### src/rtl/gsv_pkg.sv
// Shared types, constants and helpers for the GIF structure validator.
package gsv_pkg;

  localparam int unsigned DimW      = 16;
  localparam int unsigned SkipW     = 10;
  localparam int unsigned PosW      = 4;
  localparam int unsigned ByteW     = 8;
  localparam int unsigned ResDataW  = 56;

  localparam logic [DimW-1:0] MaxDimDefault    = 16'hFFFF;
  localparam logic [DimW-1:0] MaxFramesDefault = 16'hFFFF;

  localparam logic [ByteW-1:0] TrailerByte   = 8'h3B;
  localparam logic [ByteW-1:0] ExtIntroducer = 8'h21;
  localparam logic [ByteW-1:0] ImgSeparator  = 8'h2C;
  localparam logic [ByteW-1:0] SigAltNine    = 8'h39;
  localparam logic [ByteW-1:0] TableFlagMask = 8'h80;

  localparam logic [PosW-1:0] SigLen      = 4'd6;
  localparam logic [PosW-1:0] SigVerPos   = 4'd4;
  localparam logic [PosW-1:0] HdrWLoPos   = 4'd6;
  localparam logic [PosW-1:0] HdrWHiPos   = 4'd7;
  localparam logic [PosW-1:0] HdrHLoPos   = 4'd8;
  localparam logic [PosW-1:0] HdrHHiPos   = 4'd9;
  localparam logic [PosW-1:0] HdrFlagsPos = 4'd10;
  localparam logic [PosW-1:0] HdrLastPos  = 4'd12;
  localparam logic [PosW-1:0] DescLastPos = 4'd8;

  typedef enum logic [10:0] {
    PH_HEADER  = 11'b000_0000_0001,
    PH_GTABLE  = 11'b000_0000_0010,
    PH_BLOCK   = 11'b000_0000_0100,
    PH_EXT_LBL = 11'b000_0000_1000,
    PH_EXT_LEN = 11'b000_0001_0000,
    PH_EXT_DAT = 11'b000_0010_0000,
    PH_DESC    = 11'b000_0100_0000,
    PH_LTABLE  = 11'b000_1000_0000,
    PH_LZW     = 11'b001_0000_0000,
    PH_IMG_LEN = 11'b010_0000_0000,
    PH_IMG_DAT = 11'b100_0000_0000
  } phase_e;

  typedef enum logic [0:0] {
    CFG_MAX_DIMENSION = 1'b0,
    CFG_MAX_FRAMES    = 1'b1
  } cfg_reg_e;

  typedef struct packed {
    logic            animated;
    logic [DimW-1:0] frames;
    logic [DimW-1:0] screen_height;
    logic [DimW-1:0] screen_width;
    logic            valid_res;
  } result_t;

  function automatic logic [ByteW-1:0] sig_byte(input logic [2:0] idx);
    logic [ByteW-1:0] r;
    r = 8'h00;
    unique case (idx)
      3'd0: r = 8'h47;
      3'd1: r = 8'h49;
      3'd2: r = 8'h46;
      3'd3: r = 8'h38;
      3'd4: r = 8'h37;
      3'd5: r = 8'h61;
      default: r = 8'h00;
    endcase
    return r;
  endfunction

  function automatic logic [SkipW-1:0] table_size(input logic [ByteW-1:0] packed_b);
    logic [SkipW-1:0] r;
    r = SkipW'(10'd3 << ({1'b0, packed_b[2:0]} + 4'd1));
    return r;
  endfunction

endpackage

### src/rtl/gif_structure_validator.sv
// Top level of the GIF structure validator: byte parser and result queue.
//
// Takes a GIF file one byte per stream beat (tlast on the final byte) and,
// on that final byte, gives one verdict: signature, screen size against
// max_dimension, block walk, frame bounds and count against max_frames.
// The whole parse step is one register update of the phase and field state,
// so a byte can be taken every cycle while the result queue is not full. The
// verdict is registered into the result queue as the final byte is taken;
// a two-entry result queue lets the parser keep taking bytes while a verdict
// waits. After a verdict all parse state clears and the next byte starts a
// new file. The user must write registers through the configuration channel
// only while no file is in flight; the block itself does not enforce this.
module gif_structure_validator #(
  parameter logic [gsv_pkg::DimW-1:0] MaxDimReset    = gsv_pkg::MaxDimDefault,
  parameter logic [gsv_pkg::DimW-1:0] MaxFramesReset = gsv_pkg::MaxFramesDefault
) (
  input  logic                          clk_i,
  input  logic                          rst_ni,
  input  logic                          s_axis_tvalid,
  output logic                          s_axis_tready,
  input  logic [gsv_pkg::ByteW-1:0]     s_axis_tdata,   // [7:0] data_byte
  input  logic                          s_axis_tlast,   // end_of_file
  output logic                          m_axis_tvalid,
  input  logic                          m_axis_tready,
  // [0] valid_res, [16:1] screen_width, [32:17] screen_height,
  // [48:33] frames, [49] animated, [55:50] zero
  output logic [gsv_pkg::ResDataW-1:0]  m_axis_tdata,
  input  logic                          cfg_valid_i,
  output logic                          cfg_ready_o,
  input  gsv_pkg::cfg_reg_e             cfg_index_i,
  input  logic [gsv_pkg::DimW-1:0]      cfg_data_i
);

  logic [gsv_pkg::DimW-1:0] max_dim_q, max_frames_q;

  gsv_pkg::phase_e           phase_q, phase_d;
  logic [gsv_pkg::PosW-1:0]  pos_q, pos_d;
  logic [gsv_pkg::SkipW-1:0] skip_q, skip_d, skip_dec;
  logic [gsv_pkg::ByteW-1:0] flags_q, flags_d;
  logic [gsv_pkg::DimW-1:0]  scr_w_q, scr_w_d, scr_h_q, scr_h_d;
  logic [gsv_pkg::DimW-1:0]  fr_left_q, fr_left_d, fr_top_q, fr_top_d;
  logic [gsv_pkg::DimW-1:0]  fr_w_q, fr_w_d, fr_h_q, fr_h_d;
  logic [gsv_pkg::DimW-1:0]  total_q, total_d;
  logic                      failed_q, failed_d, trailer_q, trailer_d;

  logic [gsv_pkg::DimW:0]    frame_next, right_edge, bottom_edge;
  logic [gsv_pkg::ByteW-1:0] b;
  logic                      in_acc, eof_acc, res_valid;
  gsv_pkg::result_t          res_new, head_q, skid_q;
  logic                      head_valid_q, skid_valid_q, pop;

  assign b           = s_axis_tdata;
  assign in_acc      = s_axis_tvalid & s_axis_tready;
  assign eof_acc     = in_acc & s_axis_tlast;
  assign cfg_ready_o = 1'b1;

  always_ff @(posedge clk_i or negedge rst_ni) begin
    if (!rst_ni) begin
      max_dim_q    <= MaxDimReset;
      max_frames_q <= MaxFramesReset;
    end else if (cfg_valid_i) begin
      unique case (cfg_index_i)
        gsv_pkg::CFG_MAX_DIMENSION: max_dim_q    <= cfg_data_i;
        gsv_pkg::CFG_MAX_FRAMES:    max_frames_q <= cfg_data_i;
        default: ;
      endcase
    end
  end

  assign skip_dec    = (skip_q != '0) ? skip_q - 1'b1 : skip_q;
  assign frame_next  = {1'b0, total_q} + 1'b1;
  assign right_edge  = {1'b0, fr_left_q} + {1'b0, fr_w_q};
  assign bottom_edge = {1'b0, fr_top_q} + {1'b0, fr_h_q};

  always_comb begin
    phase_d   = phase_q;
    pos_d     = pos_q;
    skip_d    = skip_q;
    flags_d   = flags_q;
    scr_w_d   = scr_w_q;
    scr_h_d   = scr_h_q;
    fr_left_d = fr_left_q;
    fr_top_d  = fr_top_q;
    fr_w_d    = fr_w_q;
    fr_h_d    = fr_h_q;
    total_d   = total_q;
    failed_d  = failed_q;
    trailer_d = trailer_q;

    if (in_acc && !failed_q && !trailer_q) begin
      unique case (phase_q)
        gsv_pkg::PH_HEADER: begin
          if (pos_q < gsv_pkg::SigLen) begin
            if (!(b == gsv_pkg::sig_byte(pos_q[2:0]) ||
                  (pos_q == gsv_pkg::SigVerPos && b == gsv_pkg::SigAltNine))) begin
              failed_d = 1'b1;
            end
          end else if (pos_q == gsv_pkg::HdrWLoPos || pos_q == gsv_pkg::HdrHLoPos ||
                       pos_q == gsv_pkg::HdrFlagsPos) begin
            flags_d = b;
          end else if (pos_q == gsv_pkg::HdrWHiPos) begin
            scr_w_d = {b, flags_q};
          end else if (pos_q == gsv_pkg::HdrHHiPos) begin
            scr_h_d = {b, flags_q};
            if (scr_w_q == '0 || scr_h_d == '0 ||
                scr_w_q > max_dim_q || scr_h_d > max_dim_q) begin
              failed_d = 1'b1;
            end
          end
          if (!failed_d) begin
            if (pos_q >= gsv_pkg::HdrLastPos) begin
              pos_d = '0;
              if ((flags_q & gsv_pkg::TableFlagMask) != '0) begin
                skip_d  = gsv_pkg::table_size(flags_q);
                phase_d = gsv_pkg::PH_GTABLE;
              end else begin
                phase_d = gsv_pkg::PH_BLOCK;
              end
            end else begin
              pos_d = pos_q + 1'b1;
            end
          end
        end
        gsv_pkg::PH_GTABLE, gsv_pkg::PH_LTABLE,
        gsv_pkg::PH_EXT_DAT, gsv_pkg::PH_IMG_DAT: begin
          skip_d = skip_dec;
          if (skip_dec == '0) begin
            unique case (phase_q)
              gsv_pkg::PH_GTABLE:  phase_d = gsv_pkg::PH_BLOCK;
              gsv_pkg::PH_LTABLE:  phase_d = gsv_pkg::PH_LZW;
              gsv_pkg::PH_EXT_DAT: phase_d = gsv_pkg::PH_EXT_LEN;
              default:             phase_d = gsv_pkg::PH_IMG_LEN;
            endcase
          end
        end
        gsv_pkg::PH_BLOCK: begin
          priority if (b == gsv_pkg::TrailerByte) begin
            trailer_d = 1'b1;
          end else if (b == gsv_pkg::ExtIntroducer) begin
            phase_d = gsv_pkg::PH_EXT_LBL;
          end else if (b == gsv_pkg::ImgSeparator) begin
            pos_d   = '0;
            phase_d = gsv_pkg::PH_DESC;
          end else begin
            failed_d = 1'b1;
          end
        end
        gsv_pkg::PH_EXT_LBL: phase_d = gsv_pkg::PH_EXT_LEN;
        gsv_pkg::PH_EXT_LEN: begin
          if (b == '0) begin
            phase_d = gsv_pkg::PH_BLOCK;
          end else begin
            skip_d  = gsv_pkg::SkipW'(b);
            phase_d = gsv_pkg::PH_EXT_DAT;
          end
        end
        gsv_pkg::PH_DESC: begin
          unique case (pos_q)
            4'd0: fr_left_d = {8'h00, b};
            4'd1: fr_left_d = {b, fr_left_q[7:0]};
            4'd2: fr_top_d  = {8'h00, b};
            4'd3: fr_top_d  = {b, fr_top_q[7:0]};
            4'd4: fr_w_d    = {8'h00, b};
            4'd5: fr_w_d    = {b, fr_w_q[7:0]};
            4'd6: fr_h_d    = {8'h00, b};
            4'd7: fr_h_d    = {b, fr_h_q[7:0]};
            default: flags_d = b;
          endcase
          if (pos_q < gsv_pkg::DescLastPos) begin
            pos_d = pos_q + 1'b1;
          end else begin
            pos_d = '0;
            if (fr_w_q == '0 || fr_h_q == '0 ||
                right_edge > {1'b0, scr_w_q} || bottom_edge > {1'b0, scr_h_q}) begin
              failed_d = 1'b1;
            end else if ((b & gsv_pkg::TableFlagMask) != '0) begin
              skip_d  = gsv_pkg::table_size(b);
              phase_d = gsv_pkg::PH_LTABLE;
            end else begin
              phase_d = gsv_pkg::PH_LZW;
            end
          end
        end
        gsv_pkg::PH_LZW: begin
          if (b == '0) begin
            failed_d = 1'b1;
          end else begin
            phase_d = gsv_pkg::PH_IMG_LEN;
          end
        end
        gsv_pkg::PH_IMG_LEN: begin
          if (b == '0) begin
            if (frame_next > {1'b0, max_frames_q}) begin
              failed_d = 1'b1;
            end
            total_d = frame_next[gsv_pkg::DimW] ? '1 : frame_next[gsv_pkg::DimW-1:0];
            phase_d = gsv_pkg::PH_BLOCK;
          end else begin
            skip_d  = gsv_pkg::SkipW'(b);
            phase_d = gsv_pkg::PH_IMG_DAT;
          end
        end
        default: failed_d = 1'b1;
      endcase
    end

    res_valid             = trailer_d && !failed_d && total_d != '0;
    res_new.valid_res     = res_valid;
    res_new.screen_width  = scr_w_d;
    res_new.screen_height = scr_h_d;
    res_new.frames        = total_d;
    res_new.animated      = res_valid && total_d > 16'd1;

    if (eof_acc) begin
      phase_d   = gsv_pkg::PH_HEADER;
      pos_d     = '0;
      skip_d    = '0;
      flags_d   = '0;
      scr_w_d   = '0;
      scr_h_d   = '0;
      fr_left_d = '0;
      fr_top_d  = '0;
      fr_w_d    = '0;
      fr_h_d    = '0;
      total_d   = '0;
      failed_d  = 1'b0;
      trailer_d = 1'b0;
    end
  end

  always_ff @(posedge clk_i or negedge rst_ni) begin
    if (!rst_ni) begin
      phase_q   <= gsv_pkg::PH_HEADER;
      pos_q     <= '0;
      skip_q    <= '0;
      flags_q   <= '0;
      scr_w_q   <= '0;
      scr_h_q   <= '0;
      fr_left_q <= '0;
      fr_top_q  <= '0;
      fr_w_q    <= '0;
      fr_h_q    <= '0;
      total_q   <= '0;
      failed_q  <= 1'b0;
      trailer_q <= 1'b0;
    end else begin
      phase_q   <= phase_d;
      pos_q     <= pos_d;
      skip_q    <= skip_d;
      flags_q   <= flags_d;
      scr_w_q   <= scr_w_d;
      scr_h_q   <= scr_h_d;
      fr_left_q <= fr_left_d;
      fr_top_q  <= fr_top_d;
      fr_w_q    <= fr_w_d;
      fr_h_q    <= fr_h_d;
      total_q   <= total_d;
      failed_q  <= failed_d;
      trailer_q <= trailer_d;
    end
  end

  assign pop           = head_valid_q & m_axis_tready;
  assign s_axis_tready = !skid_valid_q;
  assign m_axis_tvalid = head_valid_q;
  assign m_axis_tdata  = gsv_pkg::ResDataW'(head_q);

  always_ff @(posedge clk_i or negedge rst_ni) begin
    if (!rst_ni) begin
      head_valid_q <= 1'b0;
      skid_valid_q <= 1'b0;
    end else if (pop || !head_valid_q) begin
      head_valid_q <= skid_valid_q | eof_acc;
      skid_valid_q <= skid_valid_q & eof_acc;
    end else if (eof_acc) begin
      skid_valid_q <= 1'b1;
    end
  end

  always_ff @(posedge clk_i) begin
    if (pop || !head_valid_q) begin
      if (skid_valid_q) begin
        head_q <= skid_q;
        if (eof_acc) begin
          skid_q <= res_new;
        end
      end else if (eof_acc) begin
        head_q <= res_new;
      end
    end else if (eof_acc) begin
      skid_q <= res_new;
    end
  end

`ifndef SYNTHESIS
  a_skid_needs_head: assert property (@(posedge clk_i) disable iff (!rst_ni)
    skid_valid_q |-> head_valid_q)
    else $error("result queue holds a second entry without a head");

  a_clear_after_eof: assert property (@(posedge clk_i) disable iff (!rst_ni)
    eof_acc |=> (phase_q == gsv_pkg::PH_HEADER && total_q == '0 &&
                 !failed_q && !trailer_q))
    else $error("parse state not cleared after final byte");

  a_animated_valid: assert property (@(posedge clk_i) disable iff (!rst_ni)
    (head_valid_q && head_q.animated) |-> head_q.valid_res)
    else $error("animated flag set on an invalid verdict");

  a_skip_nonzero: assert property (@(posedge clk_i) disable iff (!rst_ni)
    (phase_q == gsv_pkg::PH_GTABLE || phase_q == gsv_pkg::PH_LTABLE ||
     phase_q == gsv_pkg::PH_EXT_DAT || phase_q == gsv_pkg::PH_IMG_DAT) |->
    skip_q != '0)
    else $error("skip phase entered with nothing to skip");
`endif

endmodule

### config.mk
export PLATFORM = sky130hd
export DESIGN_NAME = gif_structure_validator
export DESIGN_NICKNAME = d
export VERILOG_FILES = /design/src/rtl/gsv_pkg.sv /design/src/rtl/gif_structure_validator.sv
export SDC_FILE = /design/constraint.sdc
export NUM_CORES = 1
export LEC_CHECK = 0
export ABC_AREA = 0
export ABC_CLOCK_PERIOD_IN_PS = 4150
export BUFFER_PORTS_ARGS = -buffer_cell sky130_fd_sc_hd__buf_2
export CAP_MARGIN = 30
export CORE_ASPECT_RATIO = 0.7
export CORE_UTILIZATION = 45
export CTS_BUF_LIST = sky130_fd_sc_hd__clkbuf_16
export CTS_CLUSTER_DIAMETER = 150
export CTS_CLUSTER_SIZE = 25
export DETAILED_ROUTE_END_ITERATION = 16
export SETUP_SLACK_MARGIN = 0.5
export SYNTH_ARGS = -nofsm -noshare
export SYNTH_HDL_FRONTEND = slang
export SYNTH_SLANG_ARGS = --single-unit
### constraint.sdc
create_clock -name clk_i -period 4.15 [get_ports clk_i]
set_input_delay 0.6225 -clock clk_i [delete_from_list [all_inputs] [get_ports clk_i]]
set_output_delay 0.6225 -clock clk_i [all_outputs]
set_load 0.005 [all_outputs]
After elaboration in Yosys (flattened, before gate mapping):

Index checks and enable logic that the tools add are counted.

* flip-flop bits (word level): 281
* output and inout bits: 59

* add/sub/neg operators: 7
* order comparisons: 9
* equality and inequality tests: 52
* shift-type cells: 2
* multiplexer cells: 111
* bitwise logic cells: 6
* reduce and logical (&&, ||, !) cells: 66

Operators with widths (number)
* 16-bit two-way mux: 30
* 50-bit two-way mux: 5
* 11-bit two-way mux: 12
* 16-bit one-hot mux with 2 select lines: 4
* 10-bit two-way mux: 10
* 11-bit one-hot mux with 8 select lines: 1
* 16-bit logical NOT: 4
* 8-bit two-way mux: 8
* 17-bit by 16-bit > comparator with 1-bit output: 3
* 3-bit inequality test (second input constant): 15
* 7-bit one-hot mux with 6 select lines: 1
* 10-bit one-hot mux with 4 select lines: 1
* 16-bit by 16-bit adder with 17-bit output: 2
* 8-bit by 6-bit equality test with 1-bit output (second input constant): 4
* 16-bit > comparator: 2
* 4-bit two-way mux: 8
* 10-bit one-hot mux with 3 select lines: 1
* 1-bit two-way mux: 24
* 2-bit by 4-bit left shift with 10-bit output (first input constant): 2
* 16-bit by 1-bit adder with 17-bit output (second input constant): 1
* 4-bit by 3-bit equality test with 1-bit output (second input constant): 4
* 16-bit by 1-bit > comparator with 1-bit output (second input constant): 1
* 8-bit one-hot mux with 2 select lines: 1
* 4-bit AND reduction: 4
* 58 further kinds: 105

Depth between registers and ports, before layout:

Gate-level depths: netlist of run 1.

* depth after elaboration: 20
* mapped depth: 21
* mapped depth without buffers: 20

Worst setup path before layout of run 1:

No wires, ideal clock.

* path kind: register -> register
* start point: register fr_left_q[7] (netlist name)
* end point: register skip_q[8] (netlist name)
* setup time: 132 ps
* arrival time: 4385 ps
* data required time: 4018 ps
* path slack: -367 ps
* stages on the path, launching flop included: 18
* buffers on the path: 1
* period minus slack after synthesis: 4517 ps
* path through: dfrtp_1 > ha_1 > a2111o_1 > o21ai_0 > o21ai_0 > and2_1 > a311o_1 > a21oi_1 > xnor2_1 > ha_1 > a2111o_1 > a221oi_1 > a211oi_1 > nor3_1 > a311oi_1 > or3_1 > clkbuf_1 > o2bb2ai_1

* longest elaborated chain between the ends: 6

Ends and longest elaborated chain
* start, declared: RTL line gif_structure_validator.sv:41 `logic [gsv_pkg::DimW-1:0] fr_left_q, fr_left_d, fr_top_q, fr_top_d;`
* start signal, assigned: RTL line gif_structure_validator.sv:253 `fr_left_q <= fr_left_d;`
* 16-bit by 16-bit adder with 17-bit output: RTL line gif_structure_validator.sv:72 `assign right_edge = {1'b0, fr_left_q} + {1'b0, fr_w_q};`
* 17-bit by 16-bit > comparator with 1-bit output: RTL line gif_structure_validator.sv:174 `right_edge > {1'b0, scr_w_q} || bottom_edge > {1'b0, scr_h_q}) begin`
* 1-bit logical OR: RTL line gif_structure_validator.sv:173 `if (fr_w_q == '0 || fr_h_q == '0 ||`
* 1-bit logical OR: RTL line gif_structure_validator.sv:174
* 3-bit inequality test (no line)
* 9-bit AND reduction (no line)
* end signal, assigned: RTL line gif_structure_validator.sv:249 `skip_q <= skip_d;`
* end, declared: RTL line gif_structure_validator.sv:38 `logic [gsv_pkg::SkipW-1:0] skip_q, skip_d, skip_dec;`

No other way between the ends.
A chain may end at the register's enable or synchronous reset.

Final worst setup path of run 1:

* start point: register fr_w_q[0] (netlist name)
* end point: register phase_q[6]

* longest elaborated chain between the ends: 6
* elaborated cells on any way between the ends: 8
* those cells by class: add/sub (1); order compare (1); eq/ne (1); reduce/logical (5)

Ends and longest elaborated chain
* start, declared: RTL line gif_structure_validator.sv:42 `logic [gsv_pkg::DimW-1:0] fr_w_q, fr_w_d, fr_h_q, fr_h_d;`
* start signal, assigned: RTL line gif_structure_validator.sv:255 `fr_w_q <= fr_w_d;`
* 16-bit by 16-bit adder with 17-bit output / 16-bit logical NOT (equally long branches): RTL line gif_structure_validator.sv:72, gif_structure_validator.sv:173
* 17-bit by 16-bit > comparator with 1-bit output / 1-bit logical OR (equally long branches): RTL line gif_structure_validator.sv:174, gif_structure_validator.sv:173
* 1-bit logical OR (*): RTL line gif_structure_validator.sv:173
* 1-bit logical OR (*): RTL line gif_structure_validator.sv:174
* 3-bit inequality test (no line) (*)
* 10-bit AND reduction (no line) (*)
* end signal, assigned: RTL line gif_structure_validator.sv:233 `phase_q <= gsv_pkg::PH_HEADER;`
* end signal, assigned: RTL line gif_structure_validator.sv:247 `phase_q <= phase_d;`
* end, declared: RTL line gif_structure_validator.sv:36 `gsv_pkg::phase_e phase_q, phase_d;`

Mark *: on every way between the ends. The rest lies on a longest branch, timed or not.

==> results of run 1 <==
-- worst max-delay path, stage by stage, from the launching register on --
cell and delay (ps):
sky130_fd_sc_hd__dfrtp_1 400, sky130_fd_sc_hd__ha_2 190, sky130_fd_sc_hd__inv_2 50, sky130_fd_sc_hd__fa_2 210, sky130_fd_sc_hd__nor2b_2 50, sky130_fd_sc_hd__o31a_1 270
sky130_fd_sc_hd__o21ai_2 160, sky130_fd_sc_hd__o21ai_2 70, sky130_fd_sc_hd__and2_4 140, sky130_fd_sc_hd__a311o_1 270, sky130_fd_sc_hd__a21oi_2 150, sky130_fd_sc_hd__xnor2_1 130
sky130_fd_sc_hd__ha_1 260, sky130_fd_sc_hd__a2111o_1 410, sky130_fd_sc_hd__a221oi_4 250, sky130_fd_sc_hd__a211oi_4 130, sky130_fd_sc_hd__nor3_4 250, sky130_fd_sc_hd__a311oi_4 170
sky130_fd_sc_hd__a211o_2 420, sky130_fd_sc_hd__a22o_1 220
-- routing by layer --
layer  wire, um  part of all wire (%)  up-vias  GRT usage [%]
li1           -                     -     6255              -
met1      24900                    51     6529           42.0
met2      19500                    40      419           36.6
met3       3340                   6.9       50           4.27
met4        659                   1.4        0           3.94
met5          0                     0        -              0
-- through the flow --
| step | cell area, sq um | setup TNS (ps) |
|---|---|---|
| after global placement | 18100 | -5510 |
| final | 18800 | -3230 |
| after detailed placement | 18100 | -9840 |
| after global routing | 18800 | -7990 |
| after floorplan | 16500 | 0 |
| after CTS | 18700 | -2380 |
-- cell type report --
| cell class | instances | area, sq um |
|---|---|---|
| Clock buffer | 15 | 375 |
| Fill cell | 3250 | 17100 |
| Multi-Input combinational cell | 1179 | 8430 |
| Tap cell | 480 | 601 |
| Inverter | 119 | 447 |
| Sequential cell | 281 | 7570 |
| Timing Repair Buffer | 201 | 1360 |
| Clock inverter | 10 | 53.8 |
-- layout by cell type (no fill, tap or decap), types with 11 or more instances in the layout --
cell                        count
sky130_fd_sc_hd__ha_1         120
sky130_fd_sc_hd__dfrtp_1      148
sky130_fd_sc_hd__nor3_1        25
sky130_fd_sc_hd__a21o_1        14
sky130_fd_sc_hd__dfstp_2       33
sky130_fd_sc_hd__nand3_1       35
sky130_fd_sc_hd__nand2b_1      11
sky130_fd_sc_hd__nor2_1        75
sky130_fd_sc_hd__inv_1        123
sky130_fd_sc_hd__a31oi_1       20
sky130_fd_sc_hd__xor2_1        15
sky130_fd_sc_hd__and2_1        43
sky130_fd_sc_hd__edfxtp_1     100
sky130_fd_sc_hd__a21oi_1       66
sky130_fd_sc_hd__o31ai_1       28
sky130_fd_sc_hd__nor2b_1       16
sky130_fd_sc_hd__mux2_2        68
sky130_fd_sc_hd__xnor2_1       36
sky130_fd_sc_hd__buf_4        114
sky130_fd_sc_hd__o21ai_0      124
sky130_fd_sc_hd__buf_2         81
sky130_fd_sc_hd__nand4_1       25
sky130_fd_sc_hd__nand2_1      190
sky130_fd_sc_hd__nor4_1        31
sky130_fd_sc_hd__clkbuf_16     15
sky130_fd_sc_hd__and3_1        12
-- kinds of logic (layout without fill, tap and decap cells) --
group	count (synthesis)	after routing	share of synthesized area, %
simple gates	533	533	16.7
compound gates	385	386	14.9
flops	281	281	46.1
buf+inv	195	345	4.73
fa+ha+maj	125	125	9.60
mux	77	77	5.21
xor+xnor	51	51	2.72
other cells	2	7	0.0457
-- power by group --
group	internal, mW	total, mW	leakage [nW]	switching (mW)
Combinational	1.67	3.90	4.91	2.24
Clock	0.680	1.63	0.243	0.952
Sequential	3.20	3.60	3.28	0.401
Total	5.55	9.14	8.44	3.59
-- what timing repair did --
action                                  4_1_cts  5_1_grt
pin swaps                                    25       13
buffers inserted                              6        4
endpoints found under the setup margin       26       26
cloned                                        1        0
gates resized for setup                      29       18
-- cell usage after synthesis (5+ instances only) --
cell type and count:
sky130_fd_sc_hd__inv_1 116, sky130_fd_sc_hd__a21oi_1 71, sky130_fd_sc_hd__a22oi_1 9, sky130_fd_sc_hd__or3_1 11
sky130_fd_sc_hd__xnor2_1 36, sky130_fd_sc_hd__ha_1 123, sky130_fd_sc_hd__dfrtp_1 148, sky130_fd_sc_hd__nand2_1 191
sky130_fd_sc_hd__buf_4 8, sky130_fd_sc_hd__nor4_2 5, sky130_fd_sc_hd__mux2i_1 9, sky130_fd_sc_hd__o21bai_1 5
sky130_fd_sc_hd__xor2_1 15, sky130_fd_sc_hd__and3_1 12, sky130_fd_sc_hd__o21ai_0 130, sky130_fd_sc_hd__clkbuf_1 64
sky130_fd_sc_hd__nand2b_1 12, sky130_fd_sc_hd__a31oi_1 21, sky130_fd_sc_hd__o2bb2ai_1 11, sky130_fd_sc_hd__or2_2 5
sky130_fd_sc_hd__o31ai_1 28, sky130_fd_sc_hd__and2_1 44, sky130_fd_sc_hd__o21a_1 10, sky130_fd_sc_hd__a21o_1 14
sky130_fd_sc_hd__nor3_1 28, sky130_fd_sc_hd__a22o_1 10, sky130_fd_sc_hd__nor2_1 77, sky130_fd_sc_hd__dfstp_2 33
sky130_fd_sc_hd__nor2b_1 18, sky130_fd_sc_hd__nand3_1 36, sky130_fd_sc_hd__edfxtp_1 100, sky130_fd_sc_hd__mux2_2 68
sky130_fd_sc_hd__a211oi_1 8, sky130_fd_sc_hd__o211ai_1 5, sky130_fd_sc_hd__o22ai_1 6, sky130_fd_sc_hd__nor4_1 34
sky130_fd_sc_hd__nand4_1 25, sky130_fd_sc_hd__and4_1 10
-- worst min-delay path by stage --
| stage | start | cells after the start | slack (ps) | to |
|---|---|---|---|---|
| finish | rst_ni | 1 | 80 | skid_valid_q |
| detailed placement | fr_top_q[2] | 2 | 470 | fr_top_q[2] |
| floorplan | rst_ni | 0 | 330 | failed_q |
| CTS | rst_ni | 1 | 80 | skid_valid_q |
| global placement | fr_top_q[2] | 2 | 470 | fr_top_q[2] |
| global route | rst_ni | 1 | 110 | skid_valid_q |
==> impl_metrics.toml, run 1 <==
[floorplan]
floorplan.io_pins = 90
core_region_area_sq_um = 35900
x_dimension_of_the_die_um = 230
start_util_pct = 45.8
die_h_um = 162
row_count = 58
die_area_sq_um = 37300

[synthesis]
synthesis.instances = 1649
syn_avg_cell_area_sq_um = 9.97
synth_cell_types = 84
number_of_synthesized_flops_with_an_enable_pin = 100
synth_seq_area_share_pct = 46.1
yosys_register_bits = 281
yosysWarnings = 0
synth_top_cell_by_area = "sky130_fd_sc_hd__dfrtp_1"
ys_top_cells_by_area = "sky130_fd_sc_hd__dfrtp_1 23%, sky130_fd_sc_hd__edfxtp_1 18%, sky130_fd_sc_hd__ha_1 9.4%"
synth_async_sr_flop_share_pct = 64.4
synth_top_cell_area_share_pct = 22.5
leading_register_cell_type_out_of_synthesis = "sky130_fd_sc_hd__dfrtp_1"
synth_area_sq_um = 16400

[timing]
post_route_skew_ps = 28.1
transition_time_of_the_tightest_slew_check_pin_ps = 868
timing.final.hold_violations = 0
finalSetupViolCount = 25
final.setup.worst_slack_ps = -160
finalHoldWorstSlack_ps = 80.4
fin_crit_ps = 4310
grt_setup_unrepaired = "true"
timing.final.max_slew_violations = 0
timing.final.crit_share_pct = 104
worst_slew_margin_rel_pct = 41.8
max_clk_rate_ghz = 0.232

[clock_network]
cts_made_buffers = 15
clockRootBuffer = "sky130_fd_sc_hd__clkbuf_16"
clk-insertion-delay-late_ps = 520
cts_max_path_buffers = 3
clk_transition_reported_paths_ps = 110
cts-htree-levels = 1
cts-hold-fix-buffers = 0
clock_sinks = 281
cts_tree = "done"

[grt]
grt_pass1_wl_um = 75200
number_of_global_route_vias_before_repair = 12500
initial_antenna_violation_count = 0
globalRouteOverflowTotal = 0
grt.total_usage_pct = 26.1
grt_start_max_net_pins = 89

[pwr]
power_per_cell_area_nw_per_um2 = 485
cellLeakagePower_nw = 8.44
total_power_mw = 9.14
worst_ir_drop_vdd_mv = 0.333

[setup_path]
critical_path.max_fanout = 5
worst_r2r_startpoint = "fr_w_q[0]"
worstPathRequired_ps = 4560
worstRegToRegCells = 19
critPathLaunchType = "flop"
timing.critical_path.arrival_ps = 4720
r2r_setup_slack_ps = -160
endpoint = "phase_q[6]"
r2r_end = "phase_q[6]"
critical_path_class = "reg2reg"
worst_setup_startpoint = "fr_w_q[0]"
worst_setup_path_end_kind = "flop"

[routing]
ant_nets = 0
post-route-drc-count = 0
wl_um = 48400
wl_per_cell_um = 21.2
via_count_of_the_routed_design = 13300
average_vias_per_placed_instance = 5.80
drt-initial-drc-count = 1150
detailedRoute.firstPassIterationCount = 5

[finish]
finalNetCount = 1953
antenna_cells = 0
non_filler_cells_final = 2285
synthToLayoutAreaGrowth_pct = 14.6
final_core_utilization_pct = 52.4
layout-drive-gt1-share_pct = 21.6

[placed_design]
preCtsSetupSlack_ps = -504
routabilityCongestion = 0.931
placedCellCount = 2248
place.detailed.hpwl_um = 35800
port_buffers = 82

[min_path]
holdCritPathClass = "in2async"

[outcome]
run_status = "finished, violations left"
violations = "negative setup slack"

[job]
maxCapViolCount = 0
No activity file was read; power rests on OpenSTA's default activity.
==> inputs of run 2 (changes only) <==
SETUP_SLACK_MARGIN = default   (was 0.5)
==> impl_metrics.toml, run 2 (synthesized netlist as in run 1, its figures left out) <==
[setup_path]
critPathLaunchType = "flop"
crit_slowest_cell = "sky130_fd_sc_hd__or3_4"
critical_path.top_delay_family = "compound AO/OA/AOI/OAI gates"
worst_path_most_repeated_cell = "sky130_fd_sc_hd__o21ai_2"
cp_cell_sequence = "ha_2, inv_2, fa_2, nor2b_2, o31a_1, o21ai_2, o21ai_2, and2_4, a311o_1, a21oi_2, xnor2_1, ha_1, a2111o_1, a221oi_2, a211oi_2, nor3_4, buf_6, a311oi_4, or3_4, o2bb2ai_1"
r2r_setup_slack_ps = -220
timing.critical_path.buf_inv = 2
worst_r2r_startpoint = "fr_left_q[0]"
critical_path.max_fanout = 6
worstRegToRegCells = 20
worstPathRequired_ps = 4540
r2r_end = "skip_q[8]"
timing.critical_path.slowest_cell_delay_ps = 470
timing.critical_path.arrival_ps = 4760
worst_setup_path_end_kind = "flop"
critical_path_class = "reg2reg"

[timing]
finalSetupViolCount = 25
fin_crit_ps = 4370
fin_tns_setup_ps = -4510
timing.final.hold_violations = 0
timing.final.max_slew_violations = 0
max_clk_rate_ghz = 0.229
worst_slew_margin_rel_pct = 29.8
timing.final.crit_share_pct = 105
grt_setup_unrepaired = "true"
transition_time_of_the_tightest_slew_check_pin_ps = 1050
final.setup.worst_slack_ps = -217
post_route_skew_ps = 31.8

[routing]
average_vias_per_placed_instance = 5.77
via_count_of_the_routed_design = 13300
wl_per_cell_um = 20.5
ant_nets = 0
wl_um = 47200
post-route-drc-count = 0
drt-initial-drc-count = 1142
detailedRoute.firstPassIterationCount = 5

[floorplan]
row_count = 58
floorplan.io_pins = 90
die_h_um = 162
x_dimension_of_the_die_um = 230
die_area_sq_um = 37300
start_util_pct = 45.8
core_region_area_sq_um = 35900

[outcome]
violations = "negative setup slack"
run_status = "finished, violations left"

[clock_network]
cts_max_path_buffers = 3
clk_transition_reported_paths_ps = 100
cts_tree = "done"
clock_sinks = 281
clk-insertion-delay-late_ps = 530
clockRootBuffer = "sky130_fd_sc_hd__clkbuf_16"
cts-htree-levels = 1
cts-hold-fix-buffers = 0
cts_made_buffers = 15

[finish]
layout-drive-gt1-share_pct = 22.9
synthToLayoutAreaGrowth_pct = 15.6
finalNetCount = 1975
register_area_sq_um = 7570
non_filler_cells_final = 2308
antenna_cells = 0
mostFrequentLayoutCells = "190 x sky130_fd_sc_hd__nand2_1, 148 x sky130_fd_sc_hd__dfrtp_1, 136 x sky130_fd_sc_hd__buf_4"
layout_commonest_cell = "sky130_fd_sc_hd__nand2_1"
final_core_utilization_pct = 52.9
area_taken_by_multi_input_logic_gates_sq_um = 8450
layout.filler_cells = 3295

[grt]
grt.total_usage_pct = 25.3
grt_pass1_wl_um = 73800
grt_start_max_net_pins = 87
number_of_global_route_vias_before_repair = 12600
globalRouteOverflowTotal = 0
initial_antenna_violation_count = 0

[placed_design]
place.detailed.hpwl_um = 35000
placedCellCount = 2261
preCtsSetupSlack_ps = -532
port_buffers = 82
routabilityCongestion = 0.948

[pwr]
intPower_mw = 5.59
worst_ir_drop_vdd_mv = 0.556
total_switching_power_mw = 3.55
total_power_mw = 9.14
clock_power_share_pct = 18.0
power_per_cell_area_nw_per_um2 = 481
pwr-share-comb_pct = 43.3
sequentialPowerShare_pct = 38.7
switching_share_pct = 38.8
cellLeakagePower_nw = 8.58

[min_path]
holdCritPathClass = "in2async"

[job]
maxCapViolCount = 0
run 2: metrics by stage:
stage                     cell area, sq um  hold slack [ps]
after floorplan                      16500              327
after global placement               18200              467
after CTS                            18800              179
final                                19000              136
after detailed placement             18200              474
after global routing                 19000              210
run 2: what timing repair did:
action / in CTS / in global routing
setup endpoints to repair: 26 / 26
gates cloned: 1 / 1
gates resized for setup: 28 / 24
buffers inserted: 12 / 7
pin swaps: 26 / 15
run 2: how the worst max path moves through the flow:
stage | slack, ps | start | depth (start not counted) | end
detailed placement | -530 | fr_top_q[0] | 20 | skip_q[7]
global placement | -400 | fr_top_q[0] | 20 | skip_q[8]
finish | -220 | fr_left_q[0] | 20 | skip_q[8]
CTS | -260 | fr_left_q[0] | 20 | phase_q[8]
floorplan | 8 | fr_left_q[0] | 20 | skip_q[8]
global route | -400 | fr_left_q[0] | 20 | skip_q[9]
run 2: power groups by stage:
stage	clock network, mW	logic, mW	registers, mW
after global placement	0	3.55	3.57
after CTS	1.68	3.79	3.53
after global routing	1.77	4.37	3.58
after floorplan	0	2.52	3.42
final	1.64	3.96	3.54
after detailed placement	0	3.59	3.58
run 2: routing by layer:
metal	GRT usage, %	wire, um	vias to the layer above
li1	-	-	6305
met1	40.4	23600	6435
met2	35.4	18900	511
met3	4.83	4020	62
met4	4.18	669	0
met5	0	0	-
run 2: cell type report:
class                      instances  share of cell area, %
clock inverter                    11                  0.329
tap                              480                   3.16
inverter                         119                   2.35
sequential                       281                   39.9
multi-input combinational       1180                   44.5
timing repair buffer             222                   7.85
clock buffer                      15                   1.98
